File: config.mk
export PLATFORM = sky130hd
export DESIGN_NAME = vrd_out_buffer
export DESIGN_NICKNAME = d
export VERILOG_FILES = /design/src/hw/rtl/vrd_pkg.sv /design/src/hw/rtl/vrd_out_buffer.sv
export SDC_FILE = /design/constraint.sdc
export NUM_CORES = 1
export LEC_CHECK = 0
export ABC_CLOCK_PERIOD_IN_PS = 19100
export BUFFER_PORTS_ARGS = -buffer_cell sky130_fd_sc_hd__buf_2
export CAP_MARGIN = 40
export CORE_UTILIZATION = 35
export CTS_BUF_LIST = sky130_fd_sc_hd__clkbuf_16
export DETAILED_ROUTE_END_ITERATION = 6
export GPL_TIMING_DRIVEN = 1
export PLACE_DENSITY = 0.63
export REMOVE_ABC_BUFFERS = 1
export SLEW_MARGIN = 40
export SYNTH_ARGS = -nofsm -noshare
export SYNTH_HDL_FRONTEND = slang
export SYNTH_SLANG_ARGS = --single-unit
File: constraint.sdc
create_clock -name clock -period 19.1 [get_ports clock]
set_input_delay 3.82 -clock clock [delete_from_list [all_inputs] [get_ports clock]]
set_output_delay 3.82 -clock clock [all_outputs]
set_load 0.05 [all_outputs]
File: src/hw/rtl/vrd_pkg.sv
// vrd_pkg: shared types, constants and lookup tables for the vector rotator.
// Used by every module under hw/rtl; depends on nothing else.
`timescale 1ns / 1ps
`default_nettype none

package vrd_pkg;

   localparam int WORD_WIDTH    = 32;
   localparam int CORDIC_STAGES = 24;
   localparam int N_ITER        = (CORDIC_STAGES < 32) ? CORDIC_STAGES : 32;

   localparam int GUARD_BITS = (WORD_WIDTH / 4 > 28) ? 28 : WORD_WIDTH / 4;
   localparam int GAIN_SHIFT = 30 - GUARD_BITS;
   localparam int DATA_W     = 34 + GUARD_BITS;
   localparam int EXT_W      = DATA_W + 1;
   localparam int Z_W        = 33;
   localparam int CEIL_SHIFT = 16 + GUARD_BITS;

   // inverse CORDIC gain, Q1.30
   localparam longint GAIN_INV   = 64'sd652032874;
   localparam longint GAIN_ROUND = 64'sd1 <<< (GAIN_SHIFT - 1);

   // angle reduction: one turn is 360.0 in Q16.16
   localparam longint TURN        = 64'sd23592960;
   localparam longint TURN_RECIP  = (64'sd1 <<< 32) / TURN;
   localparam longint TURN_OFFSET = (64'sd1 <<< 31) % TURN;
   localparam int     TURN_W      = 25;
   localparam int     REM_W       = 26;
   localparam int     QT_W        = 8;

   // binary angle = q * 2^13 + frac_entry(rem), q and rem taken against 45
   localparam longint BAM_DIV       = 64'sd45;
   localparam longint BAM_DIV_RECIP = (64'sd1 <<< 31) / BAM_DIV;
   localparam int     BAM_Q_W       = 19;
   localparam int     FRAC_W        = 13;
   localparam int     BAM_R_W       = 6;
   localparam int     PROD45_W      = 51;

   localparam longint QUARTER_TURN = 64'sd1 <<< 30;
   localparam longint HALF_TURN    = 64'sd1 <<< 31;

   localparam longint ROUND_HALF = (GUARD_BITS > 0) ? (64'sd1 <<< (GUARD_BITS - 1)) : 64'sd0;
   localparam longint CEIL_BIAS  = (64'sd1 <<< CEIL_SHIFT) - 64'sd1;
   localparam longint INT32_MAX  = 64'sd2147483647;
   localparam longint INT32_MIN  = -64'sd2147483648;
   localparam longint WHOLE_MAX  = 64'sd32767;
   localparam longint WHOLE_MIN  = -64'sd32768;

   localparam logic [31:0] SAT_POS = 32'h7FFF_FFFF;
   localparam logic [31:0] SAT_NEG = 32'h8000_0000;

   typedef struct packed {
      logic               mode;
      logic signed [31:0] vec_x;
      logic signed [31:0] vec_y;
      logic signed [31:0] angle_deg;
   } vrd_req_type;

   typedef struct packed {
      logic signed [31:0] rotated_x;
      logic signed [31:0] rotated_y;
      logic               saturated;
   } vrd_rsp_type;

   typedef struct packed {
      logic                    mode;
      logic signed [DATA_W-1:0] x;
      logic signed [DATA_W-1:0] y;
      logic signed [Z_W-1:0]    z;
   } vrd_rot_type;

   // atan(2^-i) as 32-bit binary angles
   function automatic logic [31:0] atan_entry(input int unsigned idx);
      logic [31:0] a;
      case (idx)
         0:       a = 32'h20000000;
         1:       a = 32'h12E4051E;
         2:       a = 32'h09FB385B;
         3:       a = 32'h051111D4;
         4:       a = 32'h028B0D43;
         5:       a = 32'h0145D7E1;
         6:       a = 32'h00A2F61E;
         7:       a = 32'h00517C55;
         8:       a = 32'h0028BE53;
         9:       a = 32'h00145F2F;
         10:      a = 32'h000A2F98;
         11:      a = 32'h000517CC;
         12:      a = 32'h00028BE6;
         13:      a = 32'h000145F3;
         14:      a = 32'h0000A2FA;
         15:      a = 32'h0000517D;
         16:      a = 32'h000028BE;
         17:      a = 32'h0000145F;
         18:      a = 32'h00000A30;
         19:      a = 32'h00000518;
         20:      a = 32'h0000028C;
         21:      a = 32'h00000146;
         22:      a = 32'h000000A3;
         23:      a = 32'h00000051;
         24:      a = 32'h00000029;
         25:      a = 32'h00000014;
         26:      a = 32'h0000000A;
         27:      a = 32'h00000005;
         28:      a = 32'h00000003;
         29:      a = 32'h00000001;
         30:      a = 32'h00000001;
         default: a = 32'h00000000;
      endcase
      return a;
   endfunction

   // floor((rem * 8192 + 22) / 45) for rem in 0..44
   function automatic logic [FRAC_W-1:0] frac_entry(input logic [BAM_R_W-1:0] idx);
      logic [FRAC_W-1:0] f;
      case (idx)
         6'd0:    f = 13'd0;
         6'd1:    f = 13'd182;
         6'd2:    f = 13'd364;
         6'd3:    f = 13'd546;
         6'd4:    f = 13'd728;
         6'd5:    f = 13'd910;
         6'd6:    f = 13'd1092;
         6'd7:    f = 13'd1274;
         6'd8:    f = 13'd1456;
         6'd9:    f = 13'd1638;
         6'd10:   f = 13'd1820;
         6'd11:   f = 13'd2002;
         6'd12:   f = 13'd2185;
         6'd13:   f = 13'd2367;
         6'd14:   f = 13'd2549;
         6'd15:   f = 13'd2731;
         6'd16:   f = 13'd2913;
         6'd17:   f = 13'd3095;
         6'd18:   f = 13'd3277;
         6'd19:   f = 13'd3459;
         6'd20:   f = 13'd3641;
         6'd21:   f = 13'd3823;
         6'd22:   f = 13'd4005;
         6'd23:   f = 13'd4187;
         6'd24:   f = 13'd4369;
         6'd25:   f = 13'd4551;
         6'd26:   f = 13'd4733;
         6'd27:   f = 13'd4915;
         6'd28:   f = 13'd5097;
         6'd29:   f = 13'd5279;
         6'd30:   f = 13'd5461;
         6'd31:   f = 13'd5643;
         6'd32:   f = 13'd5825;
         6'd33:   f = 13'd6007;
         6'd34:   f = 13'd6190;
         6'd35:   f = 13'd6372;
         6'd36:   f = 13'd6554;
         6'd37:   f = 13'd6736;
         6'd38:   f = 13'd6918;
         6'd39:   f = 13'd7100;
         6'd40:   f = 13'd7282;
         6'd41:   f = 13'd7464;
         6'd42:   f = 13'd7646;
         6'd43:   f = 13'd7828;
         6'd44:   f = 13'd8010;
         default: f = 13'd0;
      endcase
      return f;
   endfunction

endpackage

`default_nettype wire

File: src/hw/rtl/vrd_out_buffer.sv
// vrd_out_buffer: output rounding/ceiling and saturation into a result
// register with one skid entry; drives the pipeline advance. Depends on vrd_pkg.
`timescale 1ns / 1ps
`default_nettype none

module vrd_out_buffer (
   input  wire                  clock,
   input  wire                  reset,
   input  wire                  in_valid,
   input  vrd_pkg::vrd_rot_type in_data,
   output logic                 advance,
   output logic                 rsp_valid,
   input  wire                  rsp_stall,
   output vrd_pkg::vrd_rsp_type rsp_payload
);

   logic                 main_vld_ff, main_vld_in;
   logic                 skid_vld_ff, skid_vld_in;
   vrd_pkg::vrd_rsp_type main_ff, main_in;
   vrd_pkg::vrd_rsp_type skid_ff, skid_in;
   vrd_pkg::vrd_rsp_type new_rsp;
   logic [32:0]          rx, ry;
   logic                 push;
   logic                 main_free;

   // {saturated, value}
   function automatic logic [32:0] round_sat(input logic signed [vrd_pkg::DATA_W-1:0] v,
                                             input logic ceil_mode);
      logic signed [vrd_pkg::EXT_W-1:0] ve;
      logic signed [vrd_pkg::EXT_W-1:0] t;
      logic [31:0]                      res;
      logic                             sat;
      ve  = {v[vrd_pkg::DATA_W-1], v};
      sat = 1'b0;
      if (ceil_mode) begin
         t = (ve + vrd_pkg::EXT_W'(vrd_pkg::CEIL_BIAS)) >>> vrd_pkg::CEIL_SHIFT;
         if (t > vrd_pkg::EXT_W'(vrd_pkg::WHOLE_MAX)) begin
            sat = 1'b1;
            res = vrd_pkg::SAT_POS;
         end else if (t < vrd_pkg::EXT_W'(vrd_pkg::WHOLE_MIN)) begin
            sat = 1'b1;
            res = vrd_pkg::SAT_NEG;
         end else begin
            res = {t[15:0], 16'h0000};
         end
      end else begin
         t = (ve + vrd_pkg::EXT_W'(vrd_pkg::ROUND_HALF)) >>> vrd_pkg::GUARD_BITS;
         if (t > vrd_pkg::EXT_W'(vrd_pkg::INT32_MAX)) begin
            sat = 1'b1;
            res = vrd_pkg::SAT_POS;
         end else if (t < vrd_pkg::EXT_W'(vrd_pkg::INT32_MIN)) begin
            sat = 1'b1;
            res = vrd_pkg::SAT_NEG;
         end else begin
            res = t[31:0];
         end
      end
      return {sat, res};
   endfunction

   assign advance = !skid_vld_ff;
   assign push    = advance && in_valid;

   always_comb begin
      rx                = round_sat(in_data.x, in_data.mode);
      ry                = round_sat(in_data.y, in_data.mode);
      new_rsp.rotated_x = rx[31:0];
      new_rsp.rotated_y = ry[31:0];
      new_rsp.saturated = rx[32] | ry[32];
   end

   always_comb begin
      main_free = !main_vld_ff || !rsp_stall;
      skid_in   = skid_ff;
      if (main_free) begin
         main_vld_in = skid_vld_ff || push;
         main_in     = skid_vld_ff ? skid_ff : new_rsp;
         skid_vld_in = 1'b0;
      end else begin
         main_vld_in = 1'b1;
         main_in     = main_ff;
         skid_vld_in = skid_vld_ff || push;
         if (push) begin
            skid_in = new_rsp;
         end
      end
   end

   always_ff @(posedge clock) begin
      if (reset) begin
         main_vld_ff <= 1'b0;
         skid_vld_ff <= 1'b0;
      end else begin
         main_vld_ff <= main_vld_in;
         skid_vld_ff <= skid_vld_in;
      end
   end

   always_ff @(posedge clock) begin
      main_ff <= main_in;
      skid_ff <= skid_in;
   end

   assign rsp_valid   = main_vld_ff;
   assign rsp_payload = main_ff;

endmodule

`default_nettype wire

After elaboration in Yosys (flattened, before gate mapping) --
Index checks and enable logic that the tools add are counted.
Storage, ports and cells: flip-flop bits (word level) 132, input port bits 122, output and inout bits 67, logic and storage cells 52
Cells by class: $add $sub $neg 4, $lt $le $gt $ge 8, mux-type cells 22, bitwise operators 2, reduce and logical (&&, ||, !) cells 8
Operators with widths (number):
- 32-bit two-way mux | 10
- 42-bit by 25-bit adder with 43-bit output, second input constant | 2
- 42-bit by 9-bit adder with 43-bit output, second input constant | 2
- 35-bit by 32-bit > comparator with 1-bit output, second input constant | 2
- 35-bit by 32-bit < comparator with 1-bit output, second input constant | 2
- 65-bit two-way mux | 1
- 19-bit by 16-bit > comparator with 1-bit output, second input constant | 2
- 19-bit by 16-bit < comparator with 1-bit output, second input constant | 2
- 1-bit two-way mux | 11
- 1-bit logical NOT | 3
- 1-bit logical OR | 2
- 2-bit AND reduction | 1
- 2-bit OR reduction | 1
- 1-bit logical AND | 1
- 1-bit inverter | 1
- 1-bit bitwise OR | 1

Depth between registers and ports, before layout --
Gate-level depths: netlist (run 1).
depth in word-level cells 7, gate-level depth with buffers 12, mapped depth without buffers 10

Least setup slack after synthesis (run 1) --
No wires, ideal clock.
kind input port to flip-flop, from in rsp_stall, to reg skid_ff[0] (netlist name) (enable), library setup time 0.582 ns, arrival 10.182 ns, data required time 18.518 ns, setup slack 8.337 ns, cell stages on the path 2, path through nand2_1 > nor3b_1
On the way: longest elaborated chain between the ends 4
RTL lines:
- from (decl) | line vrd_out_buffer.sv:13 | input wire rsp_stall,
- 1-bit logical NOT | line vrd_out_buffer.sv:73 | main_free = !main_vld_ff || !rsp_stall;
- 1-bit logical OR | line vrd_out_buffer.sv:73
- 1-bit inverter (no line)
- 2-bit AND reduction (no line)
- to (signal assigned) | line vrd_out_buffer.sv:101 | skid_ff <= skid_in;
- to (decl) | line vrd_out_buffer.sv:20 | vrd_pkg::vrd_rsp_type skid_ff, skid_in;
No other way between the ends. A chain may end at the register's enable or synchronous reset.

Worst setup path in the final report (run 1) --
from in in_data[83] (netlist name), to reg main_ff, in the netlist rsp_payload[56] (data pin)
On the way: longest elaborated chain between the ends 6, elaborated cells between the ends (all ways) 12, those cells by class add/sub (2); order compare (4); mux (6)
RTL lines:
- from (decl) | line vrd_out_buffer.sv:10 | input vrd_pkg::vrd_rot_type in_data,
- 42-bit by 9-bit adder with 43-bit output / 42-bit by 25-bit adder with 43-bit output (equally long branches) | line vrd_out_buffer.sv:47, vrd_out_buffer.sv:36
- 35-bit by 32-bit < comparator with 1-bit output / 19-bit by 16-bit < comparator with 1-bit output (equally long branches) | line vrd_out_buffer.sv:51, vrd_out_buffer.sv:40
- 32-bit two-way mux (on tied branches) | line vrd_out_buffer.sv:51, vrd_out_buffer.sv:40
- 32-bit two-way mux (on tied branches) | line vrd_out_buffer.sv:48, vrd_out_buffer.sv:37
- 32-bit two-way mux (*) | line vrd_out_buffer.sv:35 | if (ceil_mode) begin
- 65-bit two-way mux (*) | line vrd_out_buffer.sv:77 | main_in = skid_vld_ff ? skid_ff : new_rsp;
- to (signal assigned) | line vrd_out_buffer.sv:100 | main_ff <= main_in;
- to (decl) | line vrd_out_buffer.sv:19 | vrd_pkg::vrd_rsp_type main_ff, main_in;
Mark *: on every way between the ends. The rest lies on a longest branch, timed or not.

==> results of run 1 <==
==> worst max-delay path, stage by stage <==
cell	delay, ps
buf_2	120
inv_1	90
ha_1	170
or4b_1	440
o22ai_1	370
nand2_1	170
a211oi_1	260
o21bai_1	150
a32oi_2	220
buf_4	330
and2_1	500
a32oi_1	210
==> state kept, by name, indices dropped and copies added, names as in the netlist <==
name	flops
skid_vld_ff	1
rsp_payload	65
skid_ff	65
rsp_valid	1
==> metrics by stage <==
stage	cell area [um^2]	worst slack, ps	instances
6_report	9970	12370	1248
5_1_grt	9970	12120	1248
4_1_cts	9970	12330	1248
3_5_place_dp	9360	11880	1216
3_3_place_gp	9320	11690	1215
2_1_floorplan	8110	8340	743
==> final cells by class <==
type / count / share of cell area
Timing Repair Buffer: 160 / 0.0823
Clock inverter: 15 / 0.0191
Multi-Input combinational cell: 585 / 0.411
Sequential cell: 132 / 0.396
Inverter: 26 / 0.00979
Clock buffer: 17 / 0.0427
Tap cell: 313 / 0.0393
==> worst paths after layout <==
check | endpoint | slack [ps] | depth (start not counted)
worst max-delay path | rsp_payload[56]$_DFFE_PN_ | 12370 | 12
worst min register to register | rsp_payload[27]$_DFFE_PN_ | 530 | 2
worst min-delay path | rsp_payload[27]$_DFFE_PN_ | 530 | 2
worst max register to register | rsp_payload[56]$_DFFE_PN_ | 17030 | 4
==> Yosys cell counts, types with 4 or more instances <==
library cell | n | area, um^2
edfxtp_1 | 130 | 3900
nand2_1 | 71 | 267
nor2_1 | 60 | 225
mux2_2 | 42 | 473
nand3_1 | 30 | 150
xor2_1 | 28 | 245
o21ai_0 | 27 | 135
a21oi_1 | 25 | 125
inv_1 | 25 | 93.8
nand4_1 | 24 | 150
xnor2_1 | 24 | 210
clkbuf_1 | 23 | 86.3
nor3_1 | 20 | 100
and4_1 | 18 | 158
o21a_1 | 17 | 128
o21ai_1 | 17 | 85.1
buf_2 | 11 | 55.1
and2_1 | 10 | 62.6
and3_1 | 10 | 62.6
nor4_1 | 10 | 62.6
a31oi_1 | 9 | 56.3
a32oi_1 | 8 | 70.1
a211oi_1 | 7 | 52.6
a21o_1 | 6 | 45.0
ha_1 | 6 | 75.1
o22ai_1 | 6 | 37.5
or2_2 | 6 | 37.5
o211ai_1 | 5 | 37.5
or4_1 | 5 | 37.5
a221oi_1 | 4 | 35.0
a2bb2oi_1 | 4 | 35.0
a41oi_1 | 4 | 35.0
nand2b_1 | 4 | 25.0
nor2b_1 | 4 | 25.0
o31ai_1 | 4 | 30.0
==> power by group through the flow <==
stage	combinational, mW	sequential [mW]	clock [mW]
finish	0.177	0.350	0.345
global route	0.190	0.352	0.365
CTS	0.178	0.351	0.353
detailed placement	0.177	0.356	0
global placement	0.175	0.357	0
floorplan	0.0612	0.418	0
==> per-layer routing <==
metal | up-vias | GRT usage | share of wire
met4 | 0 | 0.0551 | 0.014
met2 | 233 | 0.314 | 0.48
met5 | - | 0 | 0
met3 | 17 | 0.0414 | 0.061
li1 | 3299 | - | -
met1 | 3296 | 0.245 | 0.45
==> logic make-up (layout without fill, tap and decap cells) <==
kind of cell	count (synthesis)	after routing
buf+inv	66	218
xor+xnor	52	52
compound gates	189	189
fa+ha+maj	6	6
flops	132	132
mux	43	43
simple gates	295	295
==> results.md, run 1 <==
- Worst r2r src: skid_vld_ff$_SDFF_PP0_
- Vias in the first global route: 6,689
- FILL cells: 2,210
- Power Density: 87.5 nW/um^2
- Hold-fix buffers, CTS: 0
- DRT Pass-1 Iters: 5
- Setup crit start: in_data[83]
- Layout cell share with drive strength beyond 1: 0.293
- Overflow after GRT: 0
- Fin nets: 1,050
- Critical Path RT: 19,240 ps
- Routed via count: 6,845
- Number of CTS-inserted buffers: 17
- Core area: 22,900 um^2
- CP max FO: 33
- CTS Sinks: 132
- Post-synthesis sequential area ratio: 0.475
- Max Cap Viol: 0
- Setup Buffers After CTS: 0
- Proportion of synthesized area in mux cells: 0.0582
- Share of power burned in registers: 0.402
- Yosys reg bits: 132
- Post-synthesis compound-gate area fraction: 0.178
- Chip width: 156 um
- Die Height: 156 um
- Crit. End Element: register
- RSZ-0062 raised after global routing: no
- Clk root buf: clkbuf_16
- Hold Slack: 528 ps
- Post-Synthesis Cells: 783
- Initial DRC count: 422
- Post-CTS Resized: 0
- Largest net degree at the start of global routing: 69
- Syn avg cell area: 10.6 um^2
- Area Growth Syn to Fin: 20.2%
- Area of the multi-input gates: 4100 um^2
- Worst-case clock buffer depth: 2
- Final Util: 0.435
- Commonest non-fill, non-tap cell in the layout: buf_2
- Status: finished, final reports clean
- Share of flip-flops with an asynchronous set or reset: 0
- Io pins: 189
- Switch Pwr: 0.260 mW
- Clock latency on the worst-skew pair: 420 ps
- TNS Setup: 0 ps
- Synth Area in Simple Gates: 0.190
- Achievable frequency: 0.149 GHz
- Total track usage: 0.189
- # setup viols final: 0
- # rows: 55
- TritonCTS clock tree: yes
- Pins over their slew limit: 0
- Critical path class: input port to register
- Leak: 3.55 nW
- Final Hold Vio Count: 0
- Post-Synth XOR/XNOR Area: 0.0549
- Worst VDD drop: 0.0000527 V
- Final worst-path cycle share: 0.352
- DR vias/cell: 5.48
- Initial Util: 0.362
- WL per Instance: 17.8 um
- Initial antenna violation count: 0
- Clock network power share: 0.396
- Hold Crit Class: register to register
- Synth Area in Adders: 0.00905
- Port Buffer Count: 155
- Hold Crit Start: skid_ff[27]$_DFFE_PP_
- Synth unique cells: 89
- Design Power: 0.873 mW
- Slew headroom: 0.466
- Total Wirelength: 22.3 mm
- Post-route ant nets: 0
- Die area: 24,300 um^2
- Startpoint types: input port
- Logic pwr share: 0.203
- Dpl hpwl: 15.6 mm
- Most frequent cells in the layout: buf_2 (155), edfxtp_1 (130), nand2_1 (70)
- Worst slew pin tran: 801 ps
- Min cycle time layout: 6730 ps
- Largest family of logic cells by synthesized area: simple AND/OR/NAND/NOR gates
- Ys flop type: edfxtp_1
- Post-synth EDFFs: 130
- P_int: 0.613 mW
- Switch share: 0.298
- RePlAce Congestion: 0.889
- H-tree levels: 4
- Yosys warning count: 0
- Mapped Area: 8300 um^2
- Worst path arrival time: 6870 ps
- Reg area: 3940 um^2
- N_diodes: 0
- First-pass GRT wire length: 35.8 mm
- Drt drc: 0
- Post-Route Skew: 12.0 ps
- Reg clk slew, reported paths: 60 ps
No activity file was read; power rests on OpenSTA's default activity.
==> run 2, diff against run 1 <==
--- a/config.mk
+++ b/config.mk
@@ -5,14 +5,14 @@
 export SDC_FILE = /design/constraint.sdc
 export NUM_CORES = 1
 export LEC_CHECK = 0
-export ABC_CLOCK_PERIOD_IN_PS = 19100
+export ABC_CLOCK_PERIOD_IN_PS = 6050
 export BUFFER_PORTS_ARGS = -buffer_cell sky130_fd_sc_hd__buf_2
 export CAP_MARGIN = 40
 export CORE_UTILIZATION = 35
 export CTS_BUF_LIST = sky130_fd_sc_hd__clkbuf_16
 export DETAILED_ROUTE_END_ITERATION = 6
 export GPL_TIMING_DRIVEN = 1
-export PLACE_DENSITY = 0.63
+export PLACE_DENSITY = 0.65
 export REMOVE_ABC_BUFFERS = 1
 export SLEW_MARGIN = 40
 export SYNTH_ARGS = -nofsm -noshare
==> constraint.sdc (replaced) <==
create_clock -name clock -period 6.05 [get_ports clock]
set_input_delay 1.21 -clock clock [delete_from_list [all_inputs] [get_ports clock]]
set_output_delay 1.21 -clock clock [all_outputs]
set_load 0.05 [all_outputs]
==> run 2 against run 1 <==
Compared with the run above:
- via count is 0.18% higher
- wire length hardly changed
- count of clock-buffer cells in the layout stayed put
==> results.md, run 2 (synthesis gave the netlist of run 1 again) <==
- Io pins: 189
- Placed cell area: 9350 um^2
- Initial DRC count: 492
- Drt drc: 0
- Overflow after GRT: 0
- Vias in the first global route: 6,676
- Achievable frequency: 0.241 GHz
- Cell Chain, Critical Path: buf_2, inv_1, ha_1, or4b_1, o22ai_1, nand2_1, a211oi_1, o21bai_1, a32oi_2, buf_4, a21boi_0, a41oi_1
- Setup Buffers After CTS: 0
- Min cycle time layout: 4150 ps
- R2r setup slk: 4000 ps
- Worst r2r src: skid_vld_ff$_SDFF_PP0_
- Layout cell share with drive strength beyond 1: 0.290
- Post-CTS Resized: 0
- Die area: 24,300 um^2
- Leak: 3.54 nW
- Startpoint types: input port
- DRT Pass-1 Iters: 5
- Worst R2R End: rsp_payload[62]$_DFFE_PN_
- Initial antenna violation count: 0
- Port Buffer Count: 155
- Final Hold Vio Count: 0
- Worst VDD drop: 0.000166 V
- Most frequent cells in the layout: buf_2 (155), edfxtp_1 (130), nand2_1 (70)
- Critical Path RT: 6170 ps
- Chip width: 156 um
- Power Density: 271 nW/um^2
- Routed via count: 6,857
- Post-route cell area: 9930 um^2
- Core area: 22,900 um^2
- Status: finished, final reports clean
- # setup viols final: 0
- N_diodes: 0
- Hold-fix buffers, CTS: 0
- Placed Instances: 1,217
- Final Util: 0.433
- Hold depth: 2
- Initial Util: 0.362
- Clock latency on the worst-skew pair: 420 ps
- Commonest non-fill, non-tap cell in the layout: buf_2
- Max Cap Viol: 0
- CTS Sinks: 132
- Post-Route Skew: 9.06 ps
- CP max FO: 23
- Slew headroom: 0.445
- Fin nets: 1,051
- Pins over their slew limit: 0
- Worst-case clock buffer depth: 2
- Final cell count without fillers: 1,248
- Crit. End Element: register
- Worst stage delay on the critical path: 520 ps
- CP max-delay cell: a32oi_2
- Total Wirelength: 22.3 mm
- H-tree levels: 4
- First-pass GRT wire length: 36.0 mm
- TNS Setup: 0 ps
- Post-route ant nets: 0
- Final worst-path cycle share: 0.687
- Worst path arrival time: 4270 ps
- Die Height: 156 um
- Reg2Reg Depth: 4
- RSZ-0062 raised after global routing: no
- Area Growth Syn to Fin: 19.7%
- Worst slew pin tran: 833 ps
- # rows: 55
- Hold Crit Start: skid_ff[29]$_DFFE_PP_
- WL per Instance: 17.8 um
- DR vias/cell: 5.49
- WP buf/inv: 3
- Design Power: 2.69 mW
- TritonCTS clock tree: yes
- Hold Path End: rsp_payload[29]$_DFFE_PN_
- RePlAce Congestion: 0.903
- Largest net degree at the start of global routing: 69
- Dpl hpwl: 15.7 mm
- Critical path class: input port to register
- Hold Crit Class: register to register
- Clk root buf: clkbuf_16
- Number of CTS-inserted buffers: 17
- Crit-path leading delay family: compound AO/OA/AOI/OAI gates
- Total track usage: 0.191
- Reg clk slew, reported paths: 60 ps
-- run 2: changes by cell type in the layout (fill, tap and decap cells not counted), sizes merged --
cell / previous run / this run
clkinv: 7 / 3
inv: 27 / 30
buf: 160 / 161
bufinv: 4 / 3
clkinvlp: 3 / 4
-- run 2: worst max path at each step --
stage                startpoint                        end  slack, ps  depth (start not counted)
finish              in_data[82]  rsp_payload[58]$_DFFE_PN_       1900                         12
global route        in_data[82]  rsp_payload[54]$_DFFE_PN_       1640                         12
CTS                 in_data[82]  rsp_payload[54]$_DFFE_PN_       1850                         12
detailed placement  in_data[82]  rsp_payload[54]$_DFFE_PN_       1410                         12
global placement    in_data[82]  rsp_payload[54]$_DFFE_PN_       1430                         12
floorplan             rsp_stall       skid_ff[0]$_DFFE_PP_      -2100                          2
-- run 2: through the flow --
step                setup WS (ps)  hold WS [ps]
floorplan                   -2100           498
global placement             1430           514
detailed placement           1410           533
CTS                          1850           546
global route                 1640           553
finish                       1900           541
-- run 2: final cells by class --
class / instances / area, um^2
multi-input cells: 585 / 4100
clock inverters: 14 / 149
repair buffers: 161 / 825
well taps: 313 / 392
fillers: 2223 / 13000
inverters: 26 / 97.6
clock buffers: 17 / 425
flip-flops and latches: 132 / 3940
-- run 2: layer usage --
metal,share of wire,global-route usage,up-vias
li1,-,-,3302
met1,0.44,0.244,3291
met2,0.48,0.316,240
met3,0.070,0.0514,24
met4,0.011,0.0518,0
met5,0,0,-
-- run 2: where the power goes --
part	total, mW	switching (mW)	internal (mW)
combinational	0.560	0.401	0.159
sequential	1.11	0.0149	1.09
clock	1.02	0.387	0.635
total	2.69	0.803	1.89
-- run 2: worst min-delay path: stages (launching register included) --
cell,delay [ps]
edfxtp_1,330
nand2_1,60
o31ai_2,50
